$ cat src/hdl/vlcp_pkg.sv
// Shared types and constants for the video link command parser.
// No dependencies; used by every other file of the block.
package vlcp_pkg;

  localparam int ADDR_W  = 11;
  localparam int BYTE_W  = 8;
  localparam int KIND_W  = 2;
  localparam int FRAME_BYTES_DEF = 1024;

  // command nibbles seen in idle
  localparam logic [3:0] CMD_MEM   = 4'h1;
  localparam logic [3:0] CMD_FRAME = 4'h2;
  localparam logic [3:0] CMD_CTRL  = 4'h3;
  localparam logic [3:0] CMD_DIP   = 4'h4;

  // write kinds
  localparam logic [KIND_W-1:0] KIND_MEM  = 2'd0;
  localparam logic [KIND_W-1:0] KIND_CTRL = 2'd1;
  localparam logic [KIND_W-1:0] KIND_DIP  = 2'd2;

  typedef enum logic [5:0] {
    PH_IDLE   = 6'b000001,
    PH_ADDRLO = 6'b000010,
    PH_DATA   = 6'b000100,
    PH_CTRL   = 6'b001000,
    PH_DIP    = 6'b010000,
    PH_FRAME  = 6'b100000
  } phase_t;

  typedef struct packed {
    phase_t            phase;
    logic [ADDR_W-1:0] addr;
    logic [ADDR_W-1:0] remain;
  } parse_state_t;

  typedef struct packed {
    logic              valid;
    logic [KIND_W-1:0] kind;
    logic [ADDR_W-1:0] addr;
    logic [BYTE_W-1:0] value;
  } wr_result_t;

endpackage

$ cat src/hdl/video_link_command_parser_core.sv
// Video link command parser: one byte per cycle in while the output is not stalled, at most one write out per byte.
// Top level; depends on vlcp_pkg and vlcp_decode.
//
// Takes one link byte per cycle and turns the command stream into screen
// memory, control register and DIP switch writes. Throughput is one item
// per clock while the output is not stalled. An accepted byte lands in the
// input register, the decoder updates the parse state from it, and its
// write (if any) is loaded into the output register when the decoder
// advances, which raises out_valid. The decoder advances whenever the
// output register is empty or being drained, or when the byte produces no
// write; out_ready low only stalls bytes that actually carry a write.
// No memory, no clearing pass.
module video_link_command_parser_core #(
  parameter int FRAME_BYTES = vlcp_pkg::FRAME_BYTES_DEF  // 1 .. 2048
) (
  input  logic                          clk,
  input  logic                          rst_n,
  input  logic                          in_valid,
  output logic                          in_ready,
  input  logic [vlcp_pkg::BYTE_W-1:0]   in_link_byte,
  output logic                          out_valid,
  input  logic                          out_ready,
  output logic [vlcp_pkg::KIND_W-1:0]   out_write_kind,
  output logic [vlcp_pkg::ADDR_W-1:0]   out_write_address,
  output logic [vlcp_pkg::BYTE_W-1:0]   out_write_value
);

  // input register
  logic                        in_vld_r;
  logic [vlcp_pkg::BYTE_W-1:0] in_byte_r;

  // parse state
  vlcp_pkg::parse_state_t st_r, st_nxt;
  vlcp_pkg::wr_result_t   res;

  // output register
  logic                        out_vld_r;
  logic [vlcp_pkg::KIND_W-1:0] out_kind_r;
  logic [vlcp_pkg::ADDR_W-1:0] out_addr_r;
  logic [vlcp_pkg::BYTE_W-1:0] out_val_r;

  logic advance;

  vlcp_decode #(
    .FRAME_BYTES (FRAME_BYTES)
  ) u_decode (
    .st      (st_r),
    .byte_in (in_byte_r),
    .st_nxt  (st_nxt),
    .res     (res)
  );

  // byte in the input register moves on unless its write would hit a full,
  // stalled output register
  assign advance  = in_vld_r && (!res.valid || !out_vld_r || out_ready);
  assign in_ready = !in_vld_r || advance;

  always_ff @(posedge clk) begin
    if (!rst_n) begin
      in_vld_r         <= 1'b0;
      st_r.phase       <= vlcp_pkg::PH_IDLE;
      st_r.addr        <= '0;
      st_r.remain      <= '0;
      out_vld_r        <= 1'b0;
    end else begin
      if (in_ready) begin
        in_vld_r <= in_valid;
      end
      if (advance) begin
        st_r <= st_nxt;
      end
      if (advance && res.valid) begin
        out_vld_r <= 1'b1;
      end else if (out_ready) begin
        out_vld_r <= 1'b0;
      end
    end
  end

  // payload registers, no reset
  always_ff @(posedge clk) begin
    if (in_valid && in_ready) begin
      in_byte_r <= in_link_byte;
    end
    if (advance && res.valid) begin
      out_kind_r <= res.kind;
      out_addr_r <= res.addr;
      out_val_r  <= res.value;
    end
  end

  assign out_valid         = out_vld_r;
  assign out_write_kind    = out_kind_r;
  assign out_write_address = out_addr_r;
  assign out_write_value   = out_val_r;

endmodule

$ cat src/hdl/vlcp_decode.sv
// Byte decoder: next parse state and optional write for one link byte.
// Depends on vlcp_pkg.
module vlcp_decode #(
  parameter int FRAME_BYTES = vlcp_pkg::FRAME_BYTES_DEF
) (
  input  vlcp_pkg::parse_state_t     st,
  input  logic [vlcp_pkg::BYTE_W-1:0] byte_in,
  output vlcp_pkg::parse_state_t     st_nxt,
  output vlcp_pkg::wr_result_t       res
);

  localparam int AW = vlcp_pkg::ADDR_W;
  localparam logic [AW-1:0] FRAME_LAST = AW'(FRAME_BYTES - 1);

  always_comb begin
    st_nxt    = st;
    res.valid = 1'b0;
    res.kind  = vlcp_pkg::KIND_MEM;
    res.addr  = '0;
    res.value = byte_in;
    unique case (st.phase)
      vlcp_pkg::PH_ADDRLO: begin
        st_nxt.addr  = st.addr + {{(AW-vlcp_pkg::BYTE_W){1'b0}}, byte_in};
        st_nxt.phase = vlcp_pkg::PH_DATA;
      end
      vlcp_pkg::PH_DATA: begin
        res.valid    = 1'b1;
        res.addr     = st.addr;
        st_nxt.phase = vlcp_pkg::PH_IDLE;
      end
      vlcp_pkg::PH_CTRL: begin
        res.valid    = 1'b1;
        res.kind     = vlcp_pkg::KIND_CTRL;
        st_nxt.phase = vlcp_pkg::PH_IDLE;
      end
      vlcp_pkg::PH_DIP: begin
        res.valid    = 1'b1;
        res.kind     = vlcp_pkg::KIND_DIP;
        st_nxt.phase = vlcp_pkg::PH_IDLE;
      end
      vlcp_pkg::PH_FRAME: begin
        res.valid   = 1'b1;
        res.addr    = st.addr;
        st_nxt.addr = st.addr + AW'(1);
        if (st.remain == '0) begin
          st_nxt.phase = vlcp_pkg::PH_IDLE;
        end else begin
          st_nxt.remain = st.remain - AW'(1);
        end
      end
      default: begin
        // idle, and any illegal code behaves as idle
        st_nxt.phase = vlcp_pkg::PH_IDLE;
        case (byte_in[7:4])
          vlcp_pkg::CMD_MEM: begin
            st_nxt.addr  = {byte_in[2:0], 8'h00};
            st_nxt.phase = vlcp_pkg::PH_ADDRLO;
          end
          vlcp_pkg::CMD_FRAME: begin
            st_nxt.addr   = '0;
            st_nxt.remain = FRAME_LAST;
            st_nxt.phase  = vlcp_pkg::PH_FRAME;
          end
          vlcp_pkg::CMD_CTRL: st_nxt.phase = vlcp_pkg::PH_CTRL;
          vlcp_pkg::CMD_DIP:  st_nxt.phase = vlcp_pkg::PH_DIP;
          default: ;
        endcase
      end
    endcase
  end

endmodule

$ cat config.mk
export PLATFORM = sky130hd
export DESIGN_NAME = video_link_command_parser_core
export DESIGN_NICKNAME = d
export VERILOG_FILES = /design/src/hdl/vlcp_pkg.sv /design/src/hdl/video_link_command_parser_core.sv /design/src/hdl/vlcp_decode.sv
export SDC_FILE = /design/constraint.sdc
export NUM_CORES = 1
export LEC_CHECK = 0
export BUFFER_PORTS_ARGS = -buffer_cell sky130_fd_sc_hd__buf_4
export CORE_ASPECT_RATIO = 2
export CORE_MARGIN = 3
export CORE_UTILIZATION = 53
export DETAILED_ROUTE_END_ITERATION = 7
export PLACE_DENSITY = 0.78
export SLEW_MARGIN = 20
export SYNTH_ARGS = -nofsm -noshare
export SYNTH_HDL_FRONTEND = slang
export SYNTH_SLANG_ARGS = --single-unit
$ cat constraint.sdc
create_clock -name clk -period 8.6 [get_ports clk]
set_input_delay 1.72 -clock clk [delete_from_list [all_inputs] [get_ports clk]]
set_output_delay 1.72 -clock clk [all_outputs]
set_load 0.01 [all_outputs]
==> results.md <==
* Status: completed
* Top area cells in the synthesized netlist: edfxtp_1 28%, dfxtp_1 19%, and2_1 4.2%, a21oi_1 3.7%, ha_1 3.6%
* Min-delay src: in_byte_r[3]$_DFFE_PP_
* Clock Tree Buf Depth at 2
* Syn-to-layout area delta at 16.6%
* Power Density at 187 mW/mm^2
* Final Non-Filler Cells at approximately 410
* Final hold slack at between 0.4 and 0.5 ns
* Crit path depth at 5
* Worst reg2reg setup slack at 4.84 ns
* Final Skew at 0.00682 ns
* Clk root buf: clkbuf_8
* Asr flop ratio synth at 0%
* Hold Crit Class: flip-flop to flip-flop
* Final Setup Violations at 0
* Die area at 0.00687 sq mm
* Worst Path Max Fanout at 3
* First-pass GRT wire length at 11400 um
* R2R cell count at 10
* Tmin final at slightly above 4 ns
* Seq cells post-synth at 59
* Register area share after synthesis at 47.4%
* Synth top area share at 28.0%
* Final wirelength at 6960 um
* Post-Syn Area per Cell at around 10 sq um
* Post-Syn Instances at 312
* Most common cell on crit path: buf_4
* CP delay by family, top: simple AND/OR/NAND/NOR gates
* Critical-path cell with the highest stage delay: nor2_1
* Layout Nets at 366
* Largest net degree at the start of global routing at 24
* Hold path endpoint: out_write_value[3]$_DFFE_PP_
* Worst Setup Start Kind: primary input
* Initial Utilization at 55.8%
* Layout cells sized above 1 at 17.8%
* Post-Synthesis Net Count at 334
* Required @ worst endpoint at 6.88 ns
* HPWL after detailed placement at roughly 5000 um
* Final Hold Viols at 0
* # fillers at 465
* Vias in the first global route at 2507
* Worst Path Buf+Inv at 3
* Pre-CTS setup slack at approximately 4.5 ns
* Vias per cell at 6.11
* WS Path Type: primary input to output port
* WP data arrival at 2.36 ns
* Period utilization at a little under half
* PortBufs at 34
* DRC at 0
* Most frequent cell after synthesis: dfxtp_1
* Synth Flop Type: dfxtp_1
* Maximum clock frequency at approximately 250 MHz
* Reg clk slew, reported paths at approximately 0.07 ns
* Via count at 2498
* Hold Path Stages at 0
* # hold bufs at CTS at 0
* Inserted Clock Buffers at 9
* Nature of the critical path endpoint: output port
* Core Area at 0.00556 sq mm
* Reg2Reg Launch Point: st_r[23]$_SDFFE_PN0P_
* Crit-path cells: buf_4 -> nand2b_1 -> nor2_1 -> inv_1 -> buf_4
* Cell taking the most area after synthesis: edfxtp_1
* CTS tree: built
* Worst IR Drop VDD at 0.000259 V
* Total grt overflow at 0
* Post-synth EDFFs at 29
* Warnings, synthesis at 0
* First-pass detailed-route iteration total at 5
* Max incr delay on CP at 0.17 ns
* Postcts setup bufs at 0
* Die width at 60.1 um
* Setup TNS at 0 ns
* Leak at 1.35 nW
* Antenna-violating nets left at 0
* Row Count at 38
* Final slew viol count at 0
* Worst skew pair latency at around 0.34 ns
* Cell variety after synth at 58
* Initial antenna violation count at 0
* Worst reg2reg endpoint: st_r[19]$_SDFFE_PN0P_
* Initial DRC Count at 72
* CTS-repair resized insts at 0
* Most common library cells after synthesis: 30 x dfxtp_1, 29 x edfxtp_1, 26 x nor2_1
* Slew @ Worst Pin at 0.840 ns
* Final setup margin at 4.52 ns
* Max Cap Viol at 0
* RSZ-0062 raised after global routing: false
* Antenna cells at 0
* Final core occ at 65.1%
* Clk sinks at 59
* RD Place Congestion at between 0.8 and 0.9
* Die Ht at 114 um
* Placed insts at 393
* Num ports at 35
* Relative slew margins at 43.9%
* Mapped Area at 0.00311 sq mm
* Total number of H-tree levels at 3
* DR WL/cell at between 15 and 20 um
* Gr usage total at 22.5%
per-layer routing:
metal | global-route usage (%) | up-vias | part of all wire, % | wire (um)
met4 | 14.3 | 0 | 4.3 | 302
li1 | - | 1221 | - | -
met2 | 41.0 | 58 | 57 | 3990
met3 | 4.74 | 24 | 3.1 | 215
met1 | 21.2 | 1195 | 35 | 2450
met5 | 0 | - | 0 | 0
final cells by class:
type,count,area [sq um],area share (%)
multi-input cells,232,1520,42.0
flip-flops and latches,59,1470,40.6
repair buffers,35,263,7.25
clock inverters,7,140,3.87
clock buffers,9,124,3.42
well taps,60,75.1,2.07
inverters,7,26.3,0.725
where the power goes:
group	switching [mW]	internal (mW)
logic	0.0216	0.0165
registers	0.00662	0.299
clock network	0.111	0.221
total	0.139	0.537
state kept, by name (all words and copies together) (netlist names):
register	count
in_byte_r	8
in_vld_r	1
out_valid	1
out_write_address	11
out_write_kind	2
out_write_value	8
st_r	28
placed cells by master, fill, tap and decap left out, drive strengths merged, types with 6 or more instances in the layout:
| cell | count |
|---|---|
| inv | 7 |
| clkbuf | 9 |
| dfxtp | 30 |
| a21oi | 24 |
| ha | 9 |
| or3 | 9 |
| o31ai | 6 |
| nand2 | 25 |
| o21ai | 9 |
| nor2 | 27 |
| o211ai | 7 |
| nor3 | 6 |
| and2 | 21 |
| xor2 | 7 |
| nand3 | 13 |
| edfxtp | 29 |
| buf | 35 |
per-stage QoR:
stage          cell area [sq um]  total power [mW]
5_1_grt                     3620             0.695
3_5_place_dp                3360             0.350
3_3_place_gp                3360             0.349
6_report                    3620             0.676
2_1_floorplan               3110             0.337
4_1_cts                     3620             0.679
cell families (layout without fill, tap and decap cells):
group	count (synthesis)	after routing	share of synthesized area, %
AO/OA/AOI/OAI	71	71	15.9
AND/OR/NAND/NOR	137	137	24.9
adder cells (fa/ha/maj)	10	10	4.27
XOR/XNOR	12	12	3.38
buffers and inverters	21	58	3.59
flip-flops	59	59	47.4
multiplexers	2	2	0.645
how the worst max path moves through the flow:
stage / start / end / slack [ns]
2_1_floorplan: out_ready / in_ready / 4.79
3_3_place_gp: out_ready / in_ready / 4.54
3_5_place_dp: out_ready / in_ready / 4.52
4_1_cts: out_ready / in_ready / 4.51
5_1_grt: out_ready / in_ready / 4.46
6_report: out_ready / in_ready / 4.52
No activity file was read; power rests on OpenSTA's default activity.
